===== src/rtl/swmmm_pkg.sv =====
package swmmm_pkg;

  // Store depth and field widths.
  localparam int MaxWindow = 32;
  localparam int SampleW   = 16;
  localparam int LenW      = 6;
  localparam int IdxW      = $clog2(MaxWindow);
  // A sum of up to MaxWindow samples needs IdxW extra bits.
  localparam int SumW      = SampleW + IdxW;
  localparam int RemW      = LenW + 1;

  localparam logic [LenW-1:0] LenReset = LenW'(MaxWindow);
  localparam logic [LenW-1:0] LenMax   = LenW'(MaxWindow);

  typedef logic signed [SampleW-1:0] sample_t;

  // Sequencer states.
  typedef enum logic [2:0] {
    StIdle,
    StScan,
    StDrain,
    StPrep,
    StDiv,
    StDone
  } state_e;

endpackage


===== src/rtl/sliding_window_mean_min_max.sv =====
// Sliding window statistics over a ring of up to 32 signed 16-bit samples. Each accepted
// item overwrites the oldest entry of the first window_length entries and yields one result
// with the mean (truncated toward zero), minimum and maximum of those entries. The store
// reads as zero after reset, so early results include zeros. A window_length of 0 acts as 1
// and values above 32 act as 32; write it only while the block is idle. An item passes, in
// order, through a scan of the entries of the window in the sample memory, a drain of the
// read pipeline, the setup of the division, a 21-step restoring divider that produces one
// quotient bit per cycle, and the load of the output register. The input is not ready
// while an item is processed, so a new item is accepted only once the previous result has
// been loaded into the output register. The result sits in an output register, so the
// next item is accepted while it waits to be taken; the following result is held back
// until the previous one has been taken.
module sliding_window_mean_min_max (
  input  logic                                  clk_i,
  input  logic                                  rst_ni,
  input  logic                                  cfg_we_i,
  input  logic [swmmm_pkg::LenW-1:0]            cfg_wdata_i,
  input  logic                                  in_valid_i,
  output logic                                  in_ready_o,
  input  logic signed [swmmm_pkg::SampleW-1:0]  sample_i,
  output logic                                  out_valid_o,
  input  logic                                  out_ready_i,
  output logic signed [swmmm_pkg::SampleW-1:0]  mean_value_o,
  output logic signed [swmmm_pkg::SampleW-1:0]  minimum_value_o,
  output logic signed [swmmm_pkg::SampleW-1:0]  maximum_value_o
);
  import swmmm_pkg::*;

  state_e state_q, state_d;

  logic [LenW-1:0] cfg_len_q;
  logic [LenW-1:0] eff_len;
  logic [LenW-1:0] len_q;
  logic [IdxW-1:0] wpos_q;
  logic [IdxW-1:0] wpos_cur;
  logic [LenW-1:0] wpos_inc;
  logic [IdxW-1:0] cnt_q;

  sample_t             mem_q [MaxWindow];
  logic [MaxWindow-1:0] vld_q;
  sample_t             rd_data_q;
  logic                rd_vld_q;
  logic                rd_pend_q;
  sample_t             rd_value;

  logic signed [SumW-1:0] sum_q;
  sample_t                lo_q, hi_q;
  logic [SumW-1:0]        quo_q;
  logic [RemW-1:0]        rem_q;
  logic [RemW-1:0]        trial;
  logic                   trial_ge;
  logic                   neg_q;

  logic    out_valid_q;
  sample_t mean_q, min_q, max_q;

  logic in_acc;
  logic scan_last;
  logic div_last;
  logic out_free;
  logic rd_en;
  logic load_out;

  // Configuration register and its effective value.
  always_ff @(posedge clk_i or negedge rst_ni) begin
    if (!rst_ni) begin
      cfg_len_q <= LenReset;
    end else if (cfg_we_i) begin
      cfg_len_q <= cfg_wdata_i;
    end
  end

  always_comb begin
    eff_len = cfg_len_q;
    if (cfg_len_q == '0) begin
      eff_len = LenW'(1);
    end else if (cfg_len_q > LenMax) begin
      eff_len = LenMax;
    end
  end

  // Write position: pulled back to zero if the window shrank below it.
  assign wpos_cur = ({1'b0, wpos_q} >= eff_len) ? '0 : wpos_q;
  assign wpos_inc = {1'b0, wpos_cur} + LenW'(1);

  assign in_acc    = in_valid_i && in_ready_o;
  assign scan_last = ({1'b0, cnt_q} == (len_q - LenW'(1)));
  assign div_last  = (cnt_q == IdxW'(SumW - 1));
  assign out_free  = !out_valid_q || out_ready_i;

  // Next-state logic.
  always_comb begin
    state_d = state_q;
    case (state_q)
      StIdle: begin
        if (in_valid_i) state_d = StScan;
      end
      StScan: begin
        if (scan_last) state_d = StDrain;
      end
      StDrain: begin
        state_d = StPrep;
      end
      StPrep: begin
        state_d = StDiv;
      end
      StDiv: begin
        if (div_last) state_d = StDone;
      end
      StDone: begin
        if (out_free) state_d = StIdle;
      end
      default: begin
        state_d = StIdle;
      end
    endcase
  end

  // Sequencer outputs.
  always_comb begin
    in_ready_o = 1'b0;
    rd_en      = 1'b0;
    load_out   = 1'b0;
    case (state_q)
      StIdle:  in_ready_o = 1'b1;
      StScan:  rd_en      = 1'b1;
      StDone:  load_out   = out_free;
      default: begin
        in_ready_o = 1'b0;
      end
    endcase
  end

  always_ff @(posedge clk_i or negedge rst_ni) begin
    if (!rst_ni) begin
      state_q <= StIdle;
    end else begin
      state_q <= state_d;
    end
  end

  // Sample memory, written on acceptance and read once per scan cycle.
  always_ff @(posedge clk_i) begin
    if (in_acc) begin
      mem_q[wpos_cur] <= sample_i;
    end
    rd_data_q <= mem_q[cnt_q];
  end

  // Entries never written read as zero.
  always_ff @(posedge clk_i or negedge rst_ni) begin
    if (!rst_ni) begin
      vld_q     <= '0;
      rd_vld_q  <= 1'b0;
      rd_pend_q <= 1'b0;
      wpos_q    <= '0;
    end else begin
      if (in_acc) begin
        vld_q[wpos_cur] <= 1'b1;
        wpos_q <= (wpos_inc >= eff_len) ? '0 : wpos_inc[IdxW-1:0];
      end
      rd_vld_q  <= vld_q[cnt_q];
      rd_pend_q <= rd_en;
    end
  end

  assign rd_value = rd_vld_q ? rd_data_q : '0;

  // Divider step: one quotient bit per cycle.
  assign trial    = {rem_q[RemW-2:0], quo_q[SumW-1]};
  assign trial_ge = (trial >= {1'b0, len_q});

  // Accumulation, min/max tracking and division.
  always_ff @(posedge clk_i) begin
    if (in_acc) begin
      len_q <= eff_len;
      cnt_q <= '0;
      sum_q <= '0;
      lo_q  <= {1'b0, {(SampleW-1){1'b1}}};
      hi_q  <= {1'b1, {(SampleW-1){1'b0}}};
    end else begin
      if (rd_en && !scan_last) begin
        cnt_q <= cnt_q + IdxW'(1);
      end
      if (rd_pend_q) begin
        sum_q <= sum_q + SumW'(rd_value);
        if (rd_value < lo_q) lo_q <= rd_value;
        if (rd_value > hi_q) hi_q <= rd_value;
      end
      if (state_q == StPrep) begin
        neg_q <= sum_q[SumW-1];
        quo_q <= sum_q[SumW-1] ? SumW'(-sum_q) : SumW'(sum_q);
        rem_q <= '0;
        cnt_q <= '0;
      end
      if (state_q == StDiv) begin
        rem_q <= trial_ge ? (trial - {1'b0, len_q}) : trial;
        quo_q <= {quo_q[SumW-2:0], trial_ge};
        if (!div_last) cnt_q <= cnt_q + IdxW'(1);
      end
    end
  end

  // Output register.
  always_ff @(posedge clk_i or negedge rst_ni) begin
    if (!rst_ni) begin
      out_valid_q <= 1'b0;
    end else if (load_out) begin
      out_valid_q <= 1'b1;
    end else if (out_ready_i) begin
      out_valid_q <= 1'b0;
    end
  end

  always_ff @(posedge clk_i) begin
    if (load_out) begin
      mean_q <= neg_q ? -quo_q[SampleW-1:0] : quo_q[SampleW-1:0];
      min_q  <= lo_q;
      max_q  <= hi_q;
    end
  end

  assign out_valid_o     = out_valid_q;
  assign mean_value_o    = mean_q;
  assign minimum_value_o = min_q;
  assign maximum_value_o = max_q;

endmodule

===== config.mk =====
export PLATFORM = sky130hd
export DESIGN_NAME = sliding_window_mean_min_max
export DESIGN_NICKNAME = d
export VERILOG_FILES = /design/src/rtl/swmmm_pkg.sv /design/src/rtl/sliding_window_mean_min_max.sv
export SDC_FILE = /design/constraint.sdc
export NUM_CORES = 1
export LEC_CHECK = 0
export ABC_AREA = 1
export BUFFER_PORTS_ARGS = -buffer_cell sky130_fd_sc_hd__clkbuf_2
export CAP_MARGIN = 5
export CORE_MARGIN = 5
export CORE_UTILIZATION = 67
export DETAILED_ROUTE_END_ITERATION = 16
export PLACE_DENSITY = 0.85
export SLEW_MARGIN = 20
export SYNTH_ARGS = -nofsm -noshare
export SYNTH_HDL_FRONTEND = slang
export SYNTH_SLANG_ARGS = --single-unit
export TNS_END_PERCENT = 1

===== constraint.sdc =====
create_clock -name clk_i -period 9.42 [get_ports clk_i]
set_input_delay 1.413 -clock clk_i [delete_from_list [all_inputs] [get_ports clk_i]]
set_output_delay 1.413 -clock clk_i [all_outputs]
set_load 0.1 [all_outputs]

* After elaboration in Yosys (flattened, before gate mapping)
Memory sizes are Yosys's and may differ from the RTL's. A register that Yosys moved wholly into a read port is not among the register bits.
Index checks and enable logic that the tools add are counted.
** Word-level totals
- Register bits :: 189
- RAM bits :: 512
- Input bits :: 27
- Output and inout port bits :: 50
- Word-level logic and storage cells :: 95
- Memories kept :: 1
** Cells by class
- Add/sub/neg operators :: 7
- Order comparisons :: 9
- Eq/ne operators :: 11
- Muxes and demuxes :: 32
- Bitwise operators :: 2
- Reductions and logical operators :: 15
** Memory list
- mem_q :: depth 32, width 16, read ports 1, clocked after memory_dff 1, wr ports 1, line sliding_window_mean_min_max.sv:39 : sample_t mem_q [MaxWindow];
** Operator list (count)
- 21-bit two-way mux :: 3
- 16-bit two-way mux :: 2
- 32-bit bitwise OR :: 1
- 5-bit two-way mux :: 6
- 6-bit two-way mux :: 5
- 21-bit by 16-bit adder with 21-bit output :: 1
- 21-bit negator :: 1
- 3-bit one-hot mux with 6 select lines :: 1
- 16-bit greater-than comparator :: 1
- 16-bit less-than comparator :: 1
- 16-bit negator :: 1
- 5-bit by 6-bit less-than comparator with 1-bit output, second input constant :: 2
- 3-bit two-way mux :: 4
- 1-bit two-way mux :: 9
- 2-bit != test, second input constant :: 4
- 2-bit AND reduction :: 4
- 7-bit by 6-bit greater-or-equal comparator with 1-bit output :: 1
- 5-bit by 1-bit adder with 6-bit output, second input constant :: 1
- 3-bit by 2-bit == test with 1-bit output, second input constant :: 2
- 3-bit == test, second input constant :: 2
- 5-bit by 6-bit == test with 1-bit output :: 1
- 5-bit by 6-bit greater-or-equal comparator with 1-bit output :: 1
- 6-bit greater-or-equal comparator :: 1
- 6-bit greater-than comparator, second input constant :: 1
- 16 further kinds :: 20

* Logic depth before layout (Yosys ltp)
Gate-level depths: netlist of the first run.
- Word-level depth :: 10
- Gate-level depth with buffers :: 23
- Gate-level depth less buffers :: 23

* Worst setup path after synthesis of the first run
No wires, ideal clock.
- Path kind :: in2reg
- Start :: input port out_ready_i
- End :: register max_q[0] (netlist: maximum_value_o[0]) (enable)
- Setup time :: 0.454 ns
- Data arrival time :: 3.483 ns
- Required time :: 8.966 ns
- Path slack :: 5.483 ns
- Stages :: 2
- Path buffers :: 0
- Path through :: nor2_1 > nor2_1
** Between the ends
- Cells in the longest elaborated chain, start to end :: 2
** Ends and longest elaborated chain
- from (decl) :: line sliding_window_mean_min_max.sv:22 : input logic out_ready_i,
- 1-bit logical OR :: line sliding_window_mean_min_max.sv:89 : assign out_free = !out_valid_q || out_ready_i;
- 1-bit two-way mux :: line sliding_window_mean_min_max.sv:124 : case (state_q)
- named net load_out :: line sliding_window_mean_min_max.sv:62 : logic load_out;
- to (signal assigned) :: line sliding_window_mean_min_max.sv:219 : max_q <= hi_q;
- to (decl) :: line sliding_window_mean_min_max.sv:55 : sample_t mean_q, min_q, max_q;
The timed path passes the listed nets, and every way through them passes these cells.
A chain may end at the register's enable or synchronous reset.

* Worst setup path in the final report of the first run
- Start :: register cfg_len_q[2]
- End :: memory mem_q[30][14] in the netlist's numbering (enable)
** Between the ends
- Cells in the longest elaborated chain, start to end :: 5
- Elaborated cells between the ends (all ways) :: 6
- Those cells by class :: order compare: 2; mux: 3; reduce/logical: 1
** Ends and longest elaborated chain
- from (decl) :: line sliding_window_mean_min_max.sv:31 : logic [LenW-1:0] cfg_len_q;
- from (signal assigned) :: line sliding_window_mean_min_max.sv:67 : cfg_len_q <= LenReset;
- from (signal assigned) :: line sliding_window_mean_min_max.sv:69 : cfg_len_q <= cfg_wdata_i;
- 6-bit greater-than comparator :: line sliding_window_mean_min_max.sv:77 : end else if (cfg_len_q > LenMax) begin
- 6-bit two-way mux :: line sliding_window_mean_min_max.sv:77
- 6-bit two-way mux * :: line sliding_window_mean_min_max.sv:75 : if (cfg_len_q == '0) begin
- named net eff_len[3] :: line sliding_window_mean_min_max.sv:32 : logic [LenW-1:0] eff_len;
- 5-bit by 6-bit greater-or-equal comparator with 1-bit output * :: line sliding_window_mean_min_max.sv:83 : assign wpos_cur = ({1'b0, wpos_q} >= eff_len) ? '0 : wpos_q;
- 5-bit two-way mux * :: line sliding_window_mean_min_max.sv:83
- to (decl) :: line sliding_window_mean_min_max.sv:39
Mark *: on every way through the listed nets, which the timed path passes. The rest lies on a longest branch.

==> summary.txt, run 1 <==
Outcome - completed
Grt ovf - 0
Switch share - 0.404
P per Cell Area - 326 mW/mm^2
Slew Limit Fails - 0
Period Utilization, post-route - 0.443
Final min period - 4.18 ns
Number of synthesized register bits - 717
# Max-Cap Violations - 0
Mux cell area share after synthesis - 0
Vias per inst - 6.36
CTS Buf Count - 71
Top-Level Pins - 77
Worst min path class - reg2reg
WP data arrival - 4.40 ns
Leakage - 13.0 nW
CTS sink count - 717
DP Wirelength - 49,600 um
Final Hold Fails - 0
Slew @ Worst Pin - 1.18 ns
Std-Cell Rows - 79
First-pass GRT wire length - 122,000 um
Logic pwr share - 0.373
CP Launch Type - register
NetSw - 0.00451 W
Hold-fix buffers, CTS - 0
CP Max Fanout - 17
DRT antenna net count - 0
Cell area after synthesis - 0.0313 sq mm
Internal power - 0.00666 W
Synth Instances - 2,849
CTS tree - done
Vias in the first global route - 21,700
Peak supply drop - 0.265 mV
Gr usage total - 0.312
DRC - 0
RSZ-0062 raised after global routing - no
Post-CTS Resized - 0
Chip Width - 226 um
Initial antenna violation count - 0
Worst slew margin - 0.213
Sequential share of the synthesized area - 0.656
Synth Warn # - 0
Largest family of logic cells by synthesized area - simple AND/OR/NAND/NOR gates
Number of flops mapped to enable cells by yosys - 594
Layout Skew - 0.0248 ns
Routability cong. - 0.974
Number of diodes - 0
DIE AREA - 0.0512 sq mm
FILL cells - 3,014
Syn nets - 2,955
Core region area - 0.0464 sq mm
Max clock buf depth - 3
Most used DFF post-synth - edfxtp_1
Drt first pass iters - 8
Synth unique cells - 54
Nets - 2,983
Synth Area in XOR/XNOR - 0.0143
Synth Area in Simple Gates - 0.128
Starting density of the core - 0.675
Async SR Flop Fraction - 0.0683
F_max - 0.239 GHz
Tot Pwr - 0.0112 W
Vias - 22,500
Data required, critical path - 9.64 ns
Post-Synth Adder-Cell Area - 0.0321
Syn_area_per_cell - 11.0 sq um
Hold WS - 0.438 ns
Path type of the worst setup path - reg2reg
Endpoints failing setup - 0
Clock Pin Slew Worst Setup and Hold Paths - 0.06 ns
I/O Buffers - 76
CP Capture Type - register
Commonest non-fill, non-tap cell in the layout - edfxtp_1
Commonest non-fill, non-tap cells in the layout - 594 x edfxtp_1, 463 x nor2_1, 403 x o21ai_0
# Post-CTS Setup Buffers - 0
Starting DRC count in detailed routing - 3,221
Die Height - 226 um
Clock root buffer - clkbuf_16
Wire per inst - 22.8 um
CTS H-tree depth - 3
Share of cells above drive strength 1 - 0.0928
Post-synthesis compound-gate area fraction - 0.124
Routed wire length - 80,600 um
Sum Neg Setup Slack - 0 ns
Layout area overhead - 9.44%
Clock power frac - 0.249
Clock Latency Late Sink - 0.62 ns
Sequential power share - 0.378
Largest net degree at the start of global routing - 163
[cell families after synthesis]
family | after synthesis
simple gates | 959
flops | 717
compound gates | 708
buf+inv | 335
fa+ha+maj | 79
xor+xnor | 51
[cell usage after synthesis (5+ instances only)]
| cell | n | share of area |
|---|---|---|
| inv_2 | 7 | 0.00084 |
| nand3_1 | 67 | 0.011 |
| a31oi_1 | 5 | 0.0010 |
| dfxtp_1 | 74 | 0.047 |
| nor2_2 | 10 | 0.0020 |
| o21bai_1 | 9 | 0.0022 |
| or2_2 | 7 | 0.0014 |
| inv_1 | 178 | 0.021 |
| nand2_2 | 8 | 0.0016 |
| o21ai_0 | 403 | 0.064 |
| nand4_1 | 35 | 0.0070 |
| nor3_1 | 13 | 0.0021 |
| nand2_1 | 300 | 0.036 |
| nor2_1 | 474 | 0.057 |
| or2_1 | 28 | 0.0056 |
| buf_2 | 35 | 0.0056 |
| dfrtp_1 | 48 | 0.038 |
| xor2_1 | 34 | 0.0095 |
| buf_6 | 5 | 0.0018 |
| xnor2_1 | 17 | 0.0048 |
| buf_1 | 9 | 0.0011 |
| clkbuf_1 | 81 | 0.0097 |
| o211ai_1 | 8 | 0.0019 |
| o21ai_1 | 33 | 0.0053 |
| buf_4 | 18 | 0.0043 |
| o22ai_1 | 158 | 0.032 |
| edfxtp_1 | 594 | 0.57 |
| a21oi_1 | 73 | 0.012 |
| ha_1 | 77 | 0.031 |
[worst paths after layout]
| kind | startpoint | to | slack (ns) | depth (start not counted) |
|---|---|---|---|---|
| worst max-delay path | cfg_len_q[2]$_DFFE_PN0P_ | mem_q[30][14]$_DFFE_PP_ | 5.24 | 14 |
| worst max register to register | cfg_len_q[2]$_DFFE_PN0P_ | mem_q[30][14]$_DFFE_PP_ | 5.24 | 14 |
| min in group asynchronous | rst_ni | vld_q[14]$_DFFE_PN0P_ | 0.98 | 2 |
| max in group asynchronous | rst_ni | vld_q[31]$_DFFE_PN0P_ | 7.88 | 2 |
| worst min-delay path | hi_q[4]$_SDFFE_PP0P_ | maximum_value_o[4]$_DFFE_PP_ | 0.44 | 0 |
| worst min register to register | hi_q[4]$_SDFFE_PP0P_ | maximum_value_o[4]$_DFFE_PP_ | 0.44 | 0 |
[cell type report]
type	instances	area [sq um]	area share
well taps	607	759	0.0222
clock buffers	98	1970	0.0574
multi-input cells	1797	9390	0.274
clock inverters	29	297	0.00865
inverters	186	706	0.0206
repair buffers	104	591	0.0172
flip-flops and latches	717	20600	0.600
[power by group through the flow]
stage          sequential [W]  combinational [W]  clock, W
6_report              0.00422            0.00416   0.00278
3_5_place_dp          0.00428            0.00403         0
3_3_place_gp          0.00426            0.00389         0
5_1_grt               0.00426            0.00453   0.00294
4_1_cts               0.00422            0.00407   0.00280
2_1_floorplan         0.00424            0.00287         0
[flip-flops by register name, indices dropped and copies added (netlist names)]
name             flops
hi_q                16
rd_vld_q             1
cfg_len_q            6
sum_q               21
rem_q                6
state_q              3
vld_q               32
maximum_value_o     16
neg_q                1
minimum_value_o     16
mean_value_o        16
out_valid_o          1
rd_pend_q            1
rd_data_q           16
lo_q                16
wpos_q               5
cnt_q                5
mem_q              512
len_q                6
quo_q               21
[metrics by stage]
stage,instance area [sq um],setup slack (ns),std cells,utilization
2_1_floorplan,31300,5.48,2849,-
6_report,34300,5.24,3538,0.739
4_1_cts,34200,5.10,3538,0.738
3_3_place_gp,32000,5.28,3411,0.690
5_1_grt,34300,5.03,3538,0.739
3_5_place_dp,32000,5.07,3411,0.690
[layer usage]
| layer | global-route usage | part of all wire | up-vias |
|---|---|---|---|
| met2 | 0.512 | 0.48 | 1328 |
| met3 | 0.0617 | 0.10 | 270 |
| li1 | - | - | 10100 |
| met1 | 0.406 | 0.36 | 10800 |
| met4 | 0.146 | 0.054 | 0 |
| met5 | 0 | 0 | - |
[worst max-delay path, stage by stage (launching register included)]
cell	delay, ns
dfrtp_1	0.39
nor3_1	0.19
nand3_1	0.13
nand2_1	0.08
inv_1	0.06
nor2_1	0.14
inv_1	0.08
ha_1	0.31
a21o_1	0.19
a22oi_2	0.14
nand3_2	0.16
nor2_1	0.33
ha_1	0.22
nand2_1	0.45
nor2_2	0.92
No activity file was read; power rests on OpenSTA's default activity.
==> run 2: changes to the inputs <==
--- a/config.mk
+++ b/config.mk
@@ -5,13 +5,13 @@
 export SDC_FILE = /design/constraint.sdc
 export NUM_CORES = 1
 export LEC_CHECK = 0
-export ABC_AREA = 1
+export ABC_AREA = 0
 export BUFFER_PORTS_ARGS = -buffer_cell sky130_fd_sc_hd__clkbuf_2
 export CAP_MARGIN = 5
 export CORE_MARGIN = 5
-export CORE_UTILIZATION = 67
+export CORE_UTILIZATION = 56
 export DETAILED_ROUTE_END_ITERATION = 16
-export PLACE_DENSITY = 0.85
+export PLACE_DENSITY = 0.75
 export SLEW_MARGIN = 20
 export SYNTH_ARGS = -nofsm -noshare
 export SYNTH_HDL_FRONTEND = slang
==> constraint.sdc (replaced) <==
create_clock -name clk_i -period 3.82 [get_ports clk_i]
set_input_delay 0.573 -clock clk_i [delete_from_list [all_inputs] [get_ports clk_i]]
set_output_delay 0.573 -clock clk_i [all_outputs]
set_load 0.1 [all_outputs]
==> run 2 against run 1 <==
  * Sequential power is 130% higher
  * Largest power group unchanged
  * Highest routed layer unchanged
  * Flip-flop and latch count stayed put
  * Cell area is 0.47% higher
  * Wire length is 17% lower
  * Total power is 130% higher
==> summary.txt, run 2 <==
Outcome - completed
Start of the worst register-to-register path - cfg_len_q[1]$_DFFE_PN0P_
Pre-CTS setup slack - -0.0797 ns (-5.14 ns)
Reg2Reg Setup Slack - 0.22 ns (-5.02 ns)
Layout area overhead - 13.5%
DRC - 0 (unchanged)
Largest stage delay, worst path - 0.38 ns (-0.54 ns)
Synth unique cells - 67 (+24%)
CTS Buf Count - 73 (+2.8%)
Wire per inst - 23.1 um (+1.2%)
Top reg by flops - mem_q
Routed wire length - 66,700 um (-17%)
Number of flops mapped to enable cells by yosys - 594 (unchanged)
CP Launch Type - register
Top post-synthesis cells by area - edfxtp_1 59%, mux4_2 6.3%, dfxtp_1 4.9%
Initial antenna violation count - 1 (+1)
Cell area after synthesis - 0.0303 sq mm (-3.1%)
Data required, critical path - 4.35 ns (-5.29 ns)
Final instance area - 0.0344 sq mm (+0.47%)
Hold-fix buffers, CTS - 0 (unchanged)
RSZ-0062 raised after global routing - no
Final Hold Fails - 0 (unchanged)
FILL cells - 3,682 (+22%)
Seq. cell area - 0.0206 sq mm (about the same)
Routability cong. - 0.848 (-13%)
Starting density of the core - 0.565 (-0.111)
Top-Level Pins - 77 (unchanged)
CP Capture Type - register
Clock root buffer - clkbuf_16
DP Area - 0.0320 sq mm (about the same)
Worst path cell trace - nor4_2 -> nor2_1 -> nor2_1 -> ha_1 -> nand2b_1 -> a21o_1 -> a21o_1 -> a31oi_4 -> nand2_1 -> inv_2 -> ha_4 -> nand3_1 -> xor2_1 -> nor2_1 -> ha_1 -> o21ai_1 -> a21oi_1 -> or3_4 -> o31ai_1
Most common cell in the netlist - edfxtp_1
Synth Warn # - 0 (unchanged)
Largest net degree at the start of global routing - 72 (-56%)
Chip Width - 243 um (+7.3%)
Most used cell, CP - nor2_1
Worst Reg-to-Reg Cells - 19 (+5)
Gr usage total - 0.225 (-0.0870)
Share of cells above drive strength 1 - 0.209 (+0.116)
First-pass GRT wire length - 103,000 um (-16%)
Critical-path top delay cell - dfrtp_1
Syn nets - 2,093 (-29%)
PnR worst setup slack - 0.224 ns (-5.02 ns)
Multi-input gate area - 0.00925 sq mm (-1.5%)
Worst slew margin - 0.361 (+0.148)
Period Utilization, post-route - 0.941 (+0.498)
Std-Cell Rows - 85 (+7.6%)
Starting DRC count in detailed routing - 1,530 (-52%)
Endpoints failing setup - 0 (unchanged)
Max reg flops - 512 (unchanged)
Clock Latency Late Sink - 0.62 ns (about the same)
DP Wirelength - 42,600 um (-14%)
Slew Limit Fails - 0 (unchanged)
Leakage - 12.5 nW (-3.8%)
DRT antenna net count - 0 (unchanged)
I/O Buffers - 76 (unchanged)
Nets - 2,241 (-25%)
Peak supply drop - 0.502 mV (+90%)
CTS tree - done
Grt ovf - 0 (unchanged)
Die Height - 243 um (+7.3%)
DIE AREA - 0.0589 sq mm (+15%)
Async SR Flop Fraction - 0.0683 (unchanged)
Most instantiated cells after synthesis - 594 x edfxtp_1, 132 x nand2_1, 118 x mux2i_1
Vias per inst - 6.09 (-4.3%)
WP data arrival - 4.13 ns (-0.27 ns)
Cell taking the most area after synthesis - edfxtp_1
Core region area - 0.0537 sq mm (+16%)
Commonest non-fill, non-tap cells in the layout - 594 x edfxtp_1, 131 x nand2_1, 117 x mux2i_1
Slew @ Worst Pin - 0.958 ns (-0.222 ns)
Number of synthesized register bits - 717 (unchanged)
Most used DFF post-synth - edfxtp_1
Vias in the first global route - 18,000 (-17%)
Worst R2R End - wpos_q[4]$_DFFE_PN0P_
Drt first pass iters - 7 (-1)
Commonest non-fill, non-tap cell in the layout - edfxtp_1
Worst min path class - in2async
Tot Pwr - 0.0254 W (+130%)
# Max-Cap Violations - 0 (unchanged)
Vias - 17,600 (-22%)
CTS sink count - 717 (unchanged)
P per Cell Area - 737 mW/mm^2 (+130%)
Max clock buf depth - 3 (unchanged)
F_max - 0.278 GHz (+16%)
Syn_area_per_cell - 15.3 sq um (+39%)
Hold WS - 0.0886 ns (-0.349 ns)
Clock Pin Slew Worst Setup and Hold Paths - 0.06 ns (about the same)
Area share of the largest cell type after synthesis - 0.588 (+0.0185)
Largest registers - mem_q x512, vld_q x32
CP Max Fanout - 3 (-14)
Synth Instances - 1,987 (-30%)
Sequential share of the synthesized area - 0.678 (+0.0213)
Layout Skew - 0.0272 ns (+0.00242 ns)
CTS H-tree depth - 3 (unchanged)
Final min period - 3.60 ns (-0.581 ns)
Path type of the worst setup path - reg2reg
## run 2: changes by cell type in the layout (fill, tap and decap cells not counted), sizes merged, moves of 38 or more
cell / change
buf: +63
inv: -121
mux2: +38
mux2i: +118
mux4: +85
nand2: -179
nand3: -47
nor2: -383
o21ai: -343
o221ai: +62
o22ai: -152
## run 2: how the worst max path moves through the flow
| stage | from | endpoint |
|---|---|---|
| 5_1_grt | cfg_len_q[2]$_DFFE_PN0P_ | wpos_q[4]$_DFFE_PN0P_ |
| 3_3_place_gp | cfg_len_q[1]$_DFFE_PN0P_ | wpos_q[4]$_DFFE_PN0P_ |
| 2_1_floorplan | cfg_len_q[1]$_DFFE_PN0P_ | wpos_q[4]$_DFFE_PN0P_ |
| 3_5_place_dp | cfg_len_q[2]$_DFFE_PN0P_ | wpos_q[4]$_DFFE_PN0P_ |
| 4_1_cts | cfg_len_q[2]$_DFFE_PN0P_ | wpos_q[4]$_DFFE_PN0P_ |
| 6_report | cfg_len_q[1]$_DFFE_PN0P_ | wpos_q[4]$_DFFE_PN0P_ |
## run 2: kinds of logic (layout without fill, tap and decap cells)
| kind of cell | Yosys count | in the layout | share of synthesized area |
|---|---|---|---|
| adder cells (fa/ha/maj) | 79 | 79 | 0.0331 |
| buffers and inverters | 157 | 365 | 0.0198 |
| multiplexers | 241 | 241 | 0.116 |
| AND/OR/NAND/NOR | 418 | 418 | 0.0674 |
| flip-flops | 717 | 717 | 0.678 |
| AO/OA/AOI/OAI | 318 | 318 | 0.0694 |
| XOR/XNOR | 57 | 57 | 0.0165 |
| other | 0 | 1 | 0 |
## run 2: power by group
| part | switching, W | leakage [nW] | internal, W |
|---|---|---|---|
| registers | 0.000640 | 6.61 | 0.00917 |
| logic | 0.00495 | 4.74 | 0.00359 |
| clock network | 0.00296 | 1.17 | 0.00406 |
| total | 0.00855 | 12.5 | 0.0168 |
## run 2: area by class of cell
| cell class | instances | area share |
|---|---|---|
| Sequential cell | 717 | 0.597 |
| Multi-Input combinational cell | 1113 | 0.269 |
| Clock inverter | 41 | 0.0111 |
| Tap cell | 696 | 0.0253 |
| Antenna cell | 1 | 0.0000727 |
| Inverter | 63 | 0.00687 |
| Timing Repair Buffer | 167 | 0.0331 |
| Clock buffer | 94 | 0.0578 |
## run 2: routing by layer
metal | share of wire | global-route usage
met5 | 0 | 0
met4 | 0.032 | 0.0761
met3 | 0.066 | 0.0426
met2 | 0.50 | 0.382
met1 | 0.40 | 0.295
## run 2: critical path: cells and delay by family (launching register included)
| family | cells | cell delay (ns) |
|---|---|---|
| fa+ha+maj | 3 | 0.67 |
| xor+xnor | 1 | 0.18 |
| flops | 1 | 0.38 |
| simple gates | 8 | 1.23 |
| buf+inv | 1 | 0.09 |
| compound gates | 6 | 0.97 |
## run 2: per-stage QoR
step                 util  setup TNS [ns]  std cells
global route        0.641               0       2891
detailed placement  0.596          -0.111       2755
finish              0.641               0       2892
CTS                 0.640               0       2890
floorplan               -         -0.0314       1987
global placement    0.596         -0.0859       2755
## run 2: what timing repair did
item                       4_1_cts  5_1_grt
cloned                           0        0
resized for setup                3        8
setup endpoints to repair        3        5
setup buffers                    0        1
pin swaps                        0        2
